[config.mk]
export PLATFORM = sky130hd
export DESIGN_NAME = stable_cost_sort_top_k
export DESIGN_NICKNAME = d
export VERILOG_FILES = /design/src/rtl/scstk_pkg.sv /design/src/rtl/scstk_dpath.sv /design/src/rtl/scstk_ctrl.sv /design/src/rtl/stable_cost_sort_top_k.sv
export SDC_FILE = /design/constraint.sdc
export NUM_CORES = 2
export LEC_CHECK = 0
export BUFFER_PORTS_ARGS = -buffer_cell sky130_fd_sc_hd__buf_2
export CAP_MARGIN = 5
export CORE_AREA = 2 2 395 397
export CTS_CLUSTER_SIZE = 30
export DETAILED_ROUTE_END_ITERATION = 7
export DIE_AREA = 0 0 397 399
export HOLD_SLACK_MARGIN = 0.08
export PLACE_DENSITY_LB_ADDON = 0.12
export SYNTH_ARGS = -nofsm -noshare
export SYNTH_HDL_FRONTEND = slang
export SYNTH_SLANG_ARGS = --single-unit
[constraint.sdc]
create_clock -name clk -period 8.2 [get_ports clk]
set_clock_uncertainty 0.15 [all_clocks]
set_input_delay 0.82 -clock clk [delete_from_list [all_inputs] [get_ports clk]]
set_output_delay 0.82 -clock clk [all_outputs]
set_load 0.02 [all_outputs]
[src/rtl/scstk_pkg.sv]
// shared types and constants of the stable cost sort with top-k selection
`timescale 1ns / 1ps

package scstk_pkg;

	// store size and field widths
	localparam int MAX_ENTRIES = 64;
	localparam int COST_W      = 16;
	localparam int ROW_W       = 6;
	localparam int COL_W       = 6;
	localparam int CFG_W       = 7;
	localparam int MAX_COLS    = 64;
	localparam int IDX_W       = $clog2(MAX_ENTRIES);
	localparam int CNT_W       = $clog2(MAX_ENTRIES + 1);
	localparam int CMP_W       = (CFG_W > CNT_W) ? CFG_W : CNT_W;

	// stream payload widths, padded to whole bytes
	localparam int IN_DATA_W   = ((COST_W + 7) / 8) * 8;
	localparam int OUT_FIELD_W = ROW_W + COL_W + COST_W;
	localparam int OUT_DATA_W  = ((OUT_FIELD_W + 7) / 8) * 8;

	// register indexes of the configuration port
	localparam int CFG_IDX_W = 1;
	localparam logic [CFG_IDX_W-1:0] CFG_NUM_COLS   = 1'b0;
	localparam logic [CFG_IDX_W-1:0] CFG_KEEP_COUNT = 1'b1;

	// one stored entry
	typedef struct packed {
		logic [ROW_W-1:0]  row;
		logic [COL_W-1:0]  col;
		logic [COST_W-1:0] cost;
	} entry_t;

	// commands from the controller to the datapath
	typedef struct packed {
		logic accept;    // latch key, advance counters, flag overflow
		logic ins_key;   // write key at insertion slot, bump count
		logic ins_rd;    // read the entry below the insertion slot
		logic shift;     // move read entry up one slot, read the next one down
		logic emit_rd;   // read sorted entry at emit index
		logic emit_ld;   // load output register from read data
		logic emit_next; // step emit index
		logic clear;     // end of run
	} cmd_t;

	// status from the datapath to the controller
	typedef struct packed {
		logic full;   // store holds MAX_ENTRIES entries
		logic j_zero; // insertion slot at the bottom
		logic j_one;  // insertion slot one above the bottom
		logic gt;     // read entry costs more than the key
		logic fin;    // emit index is the last of the burst
		logic last;   // current item closes the run
	} sts_t;

endpackage

[src/rtl/scstk_dpath.sv]
// datapath: entry store, insertion walk, counters, config and output register
`timescale 1ns / 1ps

module scstk_dpath (
	input  logic                                  clk,
	input  logic                                  arst_n,
	input  scstk_pkg::cmd_t                       cmd,
	output scstk_pkg::sts_t                       sts,
	input  logic [scstk_pkg::COST_W-1:0]          in_cost,
	input  logic                                  in_last,
	input  logic                                  cfg_we,
	input  logic [scstk_pkg::CFG_IDX_W-1:0]       cfg_idx,
	input  logic [scstk_pkg::CFG_W-1:0]           cfg_wdata,
	output scstk_pkg::entry_t                     out_entry,
	output logic                                  out_drop,
	output logic                                  out_fin
);

	// sorted entry store
	scstk_pkg::entry_t mem [scstk_pkg::MAX_ENTRIES];
	scstk_pkg::entry_t rdata_q;
	scstk_pkg::entry_t key_q;
	scstk_pkg::entry_t wdata;
	logic [scstk_pkg::IDX_W-1:0] raddr;
	logic                        we;
	logic                        re;

	logic [scstk_pkg::CNT_W-1:0] count_q;
	logic [scstk_pkg::IDX_W-1:0] j_q;
	logic [scstk_pkg::IDX_W-1:0] i_q;
	logic [scstk_pkg::ROW_W-1:0] row_q;
	logic [scstk_pkg::COL_W-1:0] col_q;
	logic                        ovf_q;
	logic                        last_q;
	logic [scstk_pkg::CFG_W-1:0] num_cols_q;
	logic [scstk_pkg::CFG_W-1:0] keep_q;

	logic [scstk_pkg::CFG_W-1:0] cols;
	logic [scstk_pkg::CFG_W-1:0] col_nxt;
	logic [scstk_pkg::CNT_W-1:0] n_emit;

	scstk_pkg::entry_t out_q;
	logic              drop_q;
	logic              fin_q;

	// clamp of the column count
	always_comb begin
		if (num_cols_q == '0) begin
			cols = scstk_pkg::CFG_W'(1);
		end else if (num_cols_q > scstk_pkg::CFG_W'(scstk_pkg::MAX_COLS)) begin
			cols = scstk_pkg::CFG_W'(scstk_pkg::MAX_COLS);
		end else begin
			cols = num_cols_q;
		end
	end

	assign col_nxt = scstk_pkg::CFG_W'(col_q) + scstk_pkg::CFG_W'(1);

	// burst length
	always_comb begin
		if (keep_q != '0 &&
		    scstk_pkg::CMP_W'(keep_q) < scstk_pkg::CMP_W'(count_q)) begin
			n_emit = scstk_pkg::CNT_W'(keep_q);
		end else begin
			n_emit = count_q;
		end
	end

	// memory port muxing
	always_comb begin
		if (cmd.shift) begin
			raddr = j_q - scstk_pkg::IDX_W'(2);
		end else if (cmd.ins_rd) begin
			raddr = j_q - scstk_pkg::IDX_W'(1);
		end else begin
			raddr = i_q;
		end
		we    = cmd.ins_key | cmd.shift;
		re    = cmd.shift | cmd.ins_rd | cmd.emit_rd;
		wdata = cmd.shift ? rdata_q : key_q;
	end

	always_ff @(posedge clk) begin
		if (we) begin
			mem[j_q] <= wdata;
		end
		if (re) begin
			rdata_q <= mem[raddr];
		end
	end

	// key and output payload
	always_ff @(posedge clk) begin
		if (cmd.accept) begin
			key_q.row  <= row_q;
			key_q.col  <= col_q;
			key_q.cost <= in_cost;
		end
		if (cmd.emit_ld) begin
			out_q  <= rdata_q;
			drop_q <= ovf_q;
			fin_q  <= sts.fin;
		end
	end

	// control state of the run
	always_ff @(posedge clk or negedge arst_n) begin
		if (!arst_n) begin
			count_q    <= '0;
			j_q        <= '0;
			i_q        <= '0;
			row_q      <= '0;
			col_q      <= '0;
			ovf_q      <= 1'b0;
			last_q     <= 1'b0;
			num_cols_q <= scstk_pkg::CFG_W'(1);
			keep_q     <= '0;
		end else begin
			if (cfg_we) begin
				unique case (cfg_idx)
					scstk_pkg::CFG_NUM_COLS:   num_cols_q <= cfg_wdata;
					scstk_pkg::CFG_KEEP_COUNT: keep_q     <= cfg_wdata;
					default: ;
				endcase
			end
			if (cmd.accept) begin
				j_q    <= count_q[scstk_pkg::IDX_W-1:0];
				last_q <= in_last;
				if (sts.full) begin
					ovf_q <= 1'b1;
				end
				if (col_nxt >= cols) begin
					col_q <= '0;
					row_q <= row_q + scstk_pkg::ROW_W'(1);
				end else begin
					col_q <= col_nxt[scstk_pkg::COL_W-1:0];
				end
			end
			if (cmd.ins_key) begin
				count_q <= count_q + scstk_pkg::CNT_W'(1);
			end
			if (cmd.shift) begin
				j_q <= j_q - scstk_pkg::IDX_W'(1);
			end
			if (cmd.emit_next) begin
				i_q <= i_q + scstk_pkg::IDX_W'(1);
			end
			if (cmd.clear) begin
				count_q <= '0;
				i_q     <= '0;
				row_q   <= '0;
				col_q   <= '0;
				ovf_q   <= 1'b0;
			end
		end
	end

	assign sts.full   = (count_q == scstk_pkg::CNT_W'(scstk_pkg::MAX_ENTRIES));
	assign sts.j_zero = (j_q == '0);
	assign sts.j_one  = (j_q == scstk_pkg::IDX_W'(1));
	assign sts.gt     = ($signed(rdata_q.cost) > $signed(key_q.cost));
	assign sts.fin    = ((scstk_pkg::CNT_W'(i_q) + scstk_pkg::CNT_W'(1)) == n_emit);
	assign sts.last   = last_q;

	assign out_entry = out_q;
	assign out_drop  = drop_q;
	assign out_fin   = fin_q;

endmodule

[src/rtl/scstk_ctrl.sv]
// controller: sequences insertion walks and the emission burst
`timescale 1ns / 1ps

module scstk_ctrl (
	input  logic            clk,
	input  logic            arst_n,
	input  logic            in_valid,
	input  logic            in_last,
	output logic            in_ready,
	output logic            out_valid,
	input  logic            out_ready,
	output scstk_pkg::cmd_t cmd,
	input  scstk_pkg::sts_t sts
);

	localparam logic [2:0] S_IDLE = 3'd0;
	localparam logic [2:0] S_INS  = 3'd1;
	localparam logic [2:0] S_CMP  = 3'd2;
	localparam logic [2:0] S_ERD  = 3'd3;
	localparam logic [2:0] S_ELD  = 3'd4;
	localparam logic [2:0] S_EOUT = 3'd5;

	logic [2:0] state_q;
	logic [2:0] state_nxt;

	always_comb begin
		cmd       = '0;
		state_nxt = state_q;
		in_ready  = 1'b0;
		out_valid = 1'b0;
		unique case (state_q)
			S_IDLE: begin
				in_ready = 1'b1;
				if (in_valid) begin
					cmd.accept = 1'b1;
					if (!sts.full) begin
						state_nxt = S_INS;
					end else if (in_last) begin
						state_nxt = S_ERD;
					end
				end
			end
			S_INS: begin
				if (sts.j_zero) begin
					cmd.ins_key = 1'b1;
					state_nxt   = sts.last ? S_ERD : S_IDLE;
				end else begin
					cmd.ins_rd = 1'b1;
					state_nxt  = S_CMP;
				end
			end
			S_CMP: begin
				if (sts.gt) begin
					cmd.shift = 1'b1;
					if (sts.j_one) begin
						state_nxt = S_INS;
					end
				end else begin
					cmd.ins_key = 1'b1;
					state_nxt   = sts.last ? S_ERD : S_IDLE;
				end
			end
			S_ERD: begin
				cmd.emit_rd = 1'b1;
				state_nxt   = S_ELD;
			end
			S_ELD: begin
				cmd.emit_ld = 1'b1;
				state_nxt   = S_EOUT;
			end
			S_EOUT: begin
				out_valid = 1'b1;
				if (out_ready) begin
					if (sts.fin) begin
						cmd.clear = 1'b1;
						state_nxt = S_IDLE;
					end else begin
						cmd.emit_next = 1'b1;
						state_nxt     = S_ERD;
					end
				end
			end
			default: state_nxt = S_IDLE;
		endcase
	end

	always_ff @(posedge clk or negedge arst_n) begin
		if (!arst_n) begin
			state_q <= S_IDLE;
		end else begin
			state_q <= state_nxt;
		end
	end

endmodule

[src/rtl/stable_cost_sort_top_k.sv]
// top level of the stable cost sort with top-k selection
`timescale 1ns / 1ps

// channel  | dir | handshake                | payload
// s_       | in  | s_tvalid / s_tready      | s_tdata cost, s_tlast end of matrix
// m_       | out | m_tvalid / m_tready      | m_tdata factory/period/cost, m_tuser dropped,
//          |     |                          | m_tlast last result of the burst
// cfg_     | in  | cfg_valid / cfg_ready    | cfg_index register, cfg_data value
//
// an entry is taken in idle and walks down the store, moving up each stored entry with a
// higher cost, and is written above the first one that costs no more; an entry that meets
// a full store is dropped and flags the burst; the walk uses the store's single read port
// each result of the burst goes through read, load and transaction, stalling on m_tready
// input is not taken during an insertion walk or during the burst
// asynchronous reset clears counters, flags and the state machine; the store is not cleared
// cfg_ready is always high; writes take effect in the next cycle

module stable_cost_sort_top_k (
	input  logic                                 clk,
	input  logic                                 arst_n,
	// slave stream
	input  logic                                 s_tvalid,
	output logic                                 s_tready,
	input  logic [scstk_pkg::IN_DATA_W-1:0]      s_tdata,   // [15:0] cost
	input  logic                                 s_tlast,
	// master stream
	output logic                                 m_tvalid,
	input  logic                                 m_tready,
	output logic [scstk_pkg::OUT_DATA_W-1:0]     m_tdata,   // factory, period, entry_cost
	output logic                                 m_tuser,   // dropped
	output logic                                 m_tlast,
	// configuration writes
	input  logic                                 cfg_valid,
	output logic                                 cfg_ready,
	input  logic [scstk_pkg::CFG_IDX_W-1:0]      cfg_index,
	input  logic [scstk_pkg::CFG_W-1:0]          cfg_data
);

	scstk_pkg::cmd_t   cmd;
	scstk_pkg::sts_t   sts;
	scstk_pkg::entry_t out_entry;
	logic              out_drop;
	logic              out_fin;

	assign cfg_ready = 1'b1;

	// sequencing of insertion and emission
	scstk_ctrl u_ctrl (
		.clk       (clk),
		.arst_n    (arst_n),
		.in_valid  (s_tvalid),
		.in_last   (s_tlast),
		.in_ready  (s_tready),
		.out_valid (m_tvalid),
		.out_ready (m_tready),
		.cmd       (cmd),
		.sts       (sts)
	);

	// store, counters and output register
	scstk_dpath u_dpath (
		.clk       (clk),
		.arst_n    (arst_n),
		.cmd       (cmd),
		.sts       (sts),
		.in_cost   (s_tdata[scstk_pkg::COST_W-1:0]),
		.in_last   (s_tlast),
		.cfg_we    (cfg_valid & cfg_ready),
		.cfg_idx   (cfg_index),
		.cfg_wdata (cfg_data),
		.out_entry (out_entry),
		.out_drop  (out_drop),
		.out_fin   (out_fin)
	);

	// pack the result, factory in the lowest bits
	assign m_tdata = scstk_pkg::OUT_DATA_W'({out_entry.cost, out_entry.col, out_entry.row});
	assign m_tuser = out_drop;
	assign m_tlast = out_fin;

	// input and output never handshake in the same cycle
	a_no_overlap: assert property (@(posedge clk) disable iff (!arst_n)
		!(m_tvalid && s_tready))
		else $error("input ready while a result is offered");

	// the last entry of a matrix always starts work that blocks input
	a_last_blocks: assert property (@(posedge clk) disable iff (!arst_n)
		(s_tvalid && s_tready && s_tlast) |=> !s_tready)
		else $error("input still ready after the last entry");

	// after the final result the block is ready for the next matrix
	a_burst_end: assert property (@(posedge clk) disable iff (!arst_n)
		(m_tvalid && m_tready && m_tlast) |=> (s_tready && !m_tvalid))
		else $error("block not idle after the final result");

endmodule
==> metrics.log <==
INFO  metric result_of_the_run = finished, final reports clean
INFO  metric worstHoldPathType = input port to flip-flop
INFO  metric number_of_drc_violations_after_detailed_routing = 0
INFO  metric critical_path_required = around 8500 ps
INFO  metric dpl_cell_area = about 80000 sq um
INFO  metric cp_class = flip-flop to flip-flop
INFO  metric post_synth.cell_area_avg = about 15 sq um
INFO  metric final_area = roughly 87000 sq um
INFO  metric seq_area = between 50000 and 60000 sq um
INFO  metric num_vias = roughly 46000
INFO  metric report.final.setup_viol = 0
INFO  metric synth.ff_latch_count = roughly 1900
INFO  metric drt.antenna.violating_nets = 0
INFO  metric worstSetupEndpointType = flip-flop
INFO  metric crit_fanout = between 100 and 150
INFO  metric timing_max_transition_violations_final = 0
INFO  metric yosysWarningCount = 0
INFO  metric cts_num_sinks = 1928
INFO  metric clk_pin_slew = about 60 ps
INFO  metric number_of_enable_flip_flop_cells_after_synthesis = 1878
INFO  metric clkLatencyLatePin = between 800 and 900 ps
INFO  metric grt_pass1_vias = ~43000
INFO  metric placement_row_count = ~140
INFO  metric die_h = roughly 400 um
INFO  metric grt_use_total = 0.272
INFO  metric achievable-frequency = approximately 140 MHz
INFO  metric max_slew.worst_pin.slew = approximately 1400 ps
INFO  metric number_of_unique_standard_cell_types_used_by_synthesis = 75
INFO  metric setup_repair_after_global_routing_missed_its_margin = false
INFO  metric layout-drive-gt1-share = 0.118
INFO  metric cts_tree = yes
INFO  metric synth_sequential_area_ratio = 0.751
INFO  metric synth_ff_type = edfxtp_1
INFO  metric layout.cells.most_common = edfxtp_1
INFO  metric placement.io_buffers = between 60 and 70
INFO  metric wire_length_per_cell_after_detailed_routing = about 29 um
INFO  metric layout.nets = between 5000 and 6000
INFO  metric cts.root.buffer_cell = clkbuf_16
INFO  metric die-width = a little under 400 um
INFO  metric io_pins = 67
INFO  metric global_route_wire_length_before_repair = about 310000 um
INFO  metric drt_pre_antenna_iters = 6
INFO  metric finalPower = between 30 and 40 mW
INFO  metric arr_time_crit_path = about 7400 ps
INFO  metric fp.dieArea = approximately 160000 sq um
INFO  metric cts_htree_levels = 4
INFO  metric synth.cell_area = between 70000 and 80000 sq um
INFO  metric global_placer_s_final_weighted_congestion = 0.834
INFO  metric reported_leakage_power = between 20 and 30 nW
INFO  metric syn-instance-count = 5179
INFO  metric summed_negative_setup_slack_over_all_endpoints = 0 ps
INFO  metric cts_buffers = slightly below 200
INFO  metric drt_iter0_markers = slightly below 6000
INFO  metric final_period_demand_of_the_worst_path = between 7000 and 8000 ps
INFO  metric globalRoute.totalOverflow = 0
INFO  metric quantity_of_gates_resized_following_cts = 0
INFO  metric totalWireLength = 217000 um
INFO  metric clockBufferDepth = 3
INFO  metric worstSetupStartpointType = flip-flop
INFO  metric irDropWorstVdd = roughly 0.00064 V
INFO  metric initial_core_util = 0.500
INFO  metric num-fill-cells = 12000
INFO  metric dpl.hpwl = approximately 120000 um
INFO  metric power-per-cell-area = between 400 and 500 nW/um^2
INFO  metric drt-vias-per-instance = ~6
INFO  metric multi_input_comb_area = 18100 sq um
INFO  metric grt_start_max_net_pins = 135
INFO  metric holdBufCountCts = 26
INFO  metric commonest_non_fill_non_tap_cells_in_the_layout = 1878 x edfxtp_1, 1038 x nand2_1, 318 x mux2i_1
INFO  metric cap_violations = 0
INFO  metric post-cts-setup-buffers = 0
INFO  metric timing.final.crit_share = 0.859
INFO  metric synth-async-reset-ratio = 0.0259
INFO  metric placeableCoreArea = ~150000 sq um
INFO  metric antenna_violations_before_repair = 13
INFO  metric max_slew_margin = 0.0871
INFO  metric timing_hold_violations_final = 0
INFO  metric area_growth = 12.8%
worst max-delay path, cell delays in order, from the launching register on:
cell       delay (ps)
edfxtp_1          410
ha_1              340
nand4_2           160
o311ai_0          170
a31o_2            280
o311ai_4         1050
or2_2             270
and2_4            650
buf_12            450
a22oi_1           180
a2111oi_0        1110
nand3_1           710
nand4b_1          530
final cells by class:
| type | count | area share |
|---|---|---|
| Clock inverter | 101 | 0.0101 |
| Clock buffer | 254 | 0.0594 |
| Multi-Input combinational cell | 2887 | 0.209 |
| Tap cell | 2044 | 0.0295 |
| Timing Repair Buffer | 267 | 0.0240 |
| Antenna cell | 11 | 0.000318 |
| Sequential cell | 1928 | 0.666 |
| Inverter | 34 | 0.00147 |
metrics by stage:
step	setup slack (ps)	cells	hold WS (ps)	util
2_1_floorplan	2880	5182	272	-
3_3_place_gp	-204	7123	287	0.522
3_5_place_dp	1410	7134	287	0.522
4_1_cts	1380	7515	185	0.563
5_1_grt	1060	7520	268	0.563
6_report	1160	7526	242	0.563
power by group:
part	leakage (nW)	switching [mW]	internal, mW	total (mW)
Clock	2.92	3.79	4.63	8.42
Combinational	9.40	11.9	4.52	16.4
Sequential	17.5	0.351	12.6	12.9
state kept, by name (all words and copies together) (netlist names), 7 cells and up:
signal / flops
u_dpath.num_cols_q: 7
u_dpath.rdata_q: 28
u_dpath.count_q: 7
u_dpath.out_entry: 28
u_dpath.key_q: 28
u_dpath.mem: 1792
u_dpath.keep_q: 7
cell families after synthesis:
family / share of synthesized area
buffers and inverters: 0.0217
muxes: 0.0479
AOI/OAI and AO/OA: 0.0727
and+or+nand+nor: 0.0966
DFF: 0.751
other: 0.0000978
adders and majority gates: 0.00684
xor gates and xnor gates: 0.00331
final timing paths:
check,start,endpoint,slack [ps],cells past startpoint
worst max-delay path,u_dpath.rdata_q[13],u_dpath.rdata_q[1],1160,12
worst min-delay path,cfg_index,u_dpath.num_cols_q[6],240,3
worst max register to register,u_dpath.rdata_q[13],u_dpath.rdata_q[1],1160,12
worst min register to register,u_dpath.ovf_q,u_dpath.out_drop,290,0
max in group asynchronous,arst_n,u_dpath.num_cols_q[1],6890,3
min in group asynchronous,arst_n,u_dpath.i_q[4],510,3
Yosys cell counts, drive strengths merged (6+ instances only):
library cell,instances,area [sq um]
edfxtp,1878,56400
nand2,1038,3900
mux2i,319,3210
a21oi,218,1090
and3,203,1270
buf,176,943
a221oi,170,1510
nand3,160,816
clkbuf,157,593
nor2,138,521
a211oi,113,848
a31oi,113,722
dfrtp,49,1230
ha,42,526
mux2,42,473
inv,34,128
nor4,33,228
a22oi,31,233
a2111oi,30,275
a311oi,28,245
a32oi,27,236
nand4b,27,236
o21ai,21,113
nand4,17,149
xnor2,16,140
nor3,14,80.1
xor2,13,114
nand2b,10,62.6
a21o,7,52.6
nand3b,6,45.0
layer usage:
layer  up-vias  global-route usage  part of all wire
met5         -                   0                 0
met3       263              0.0499             0.090
li1      20200                   -                 -
met4         0              0.0707             0.023
met1     23600               0.401              0.43
met2      2035               0.420              0.46
Note: power is estimated with default switching activity, not from simulation.
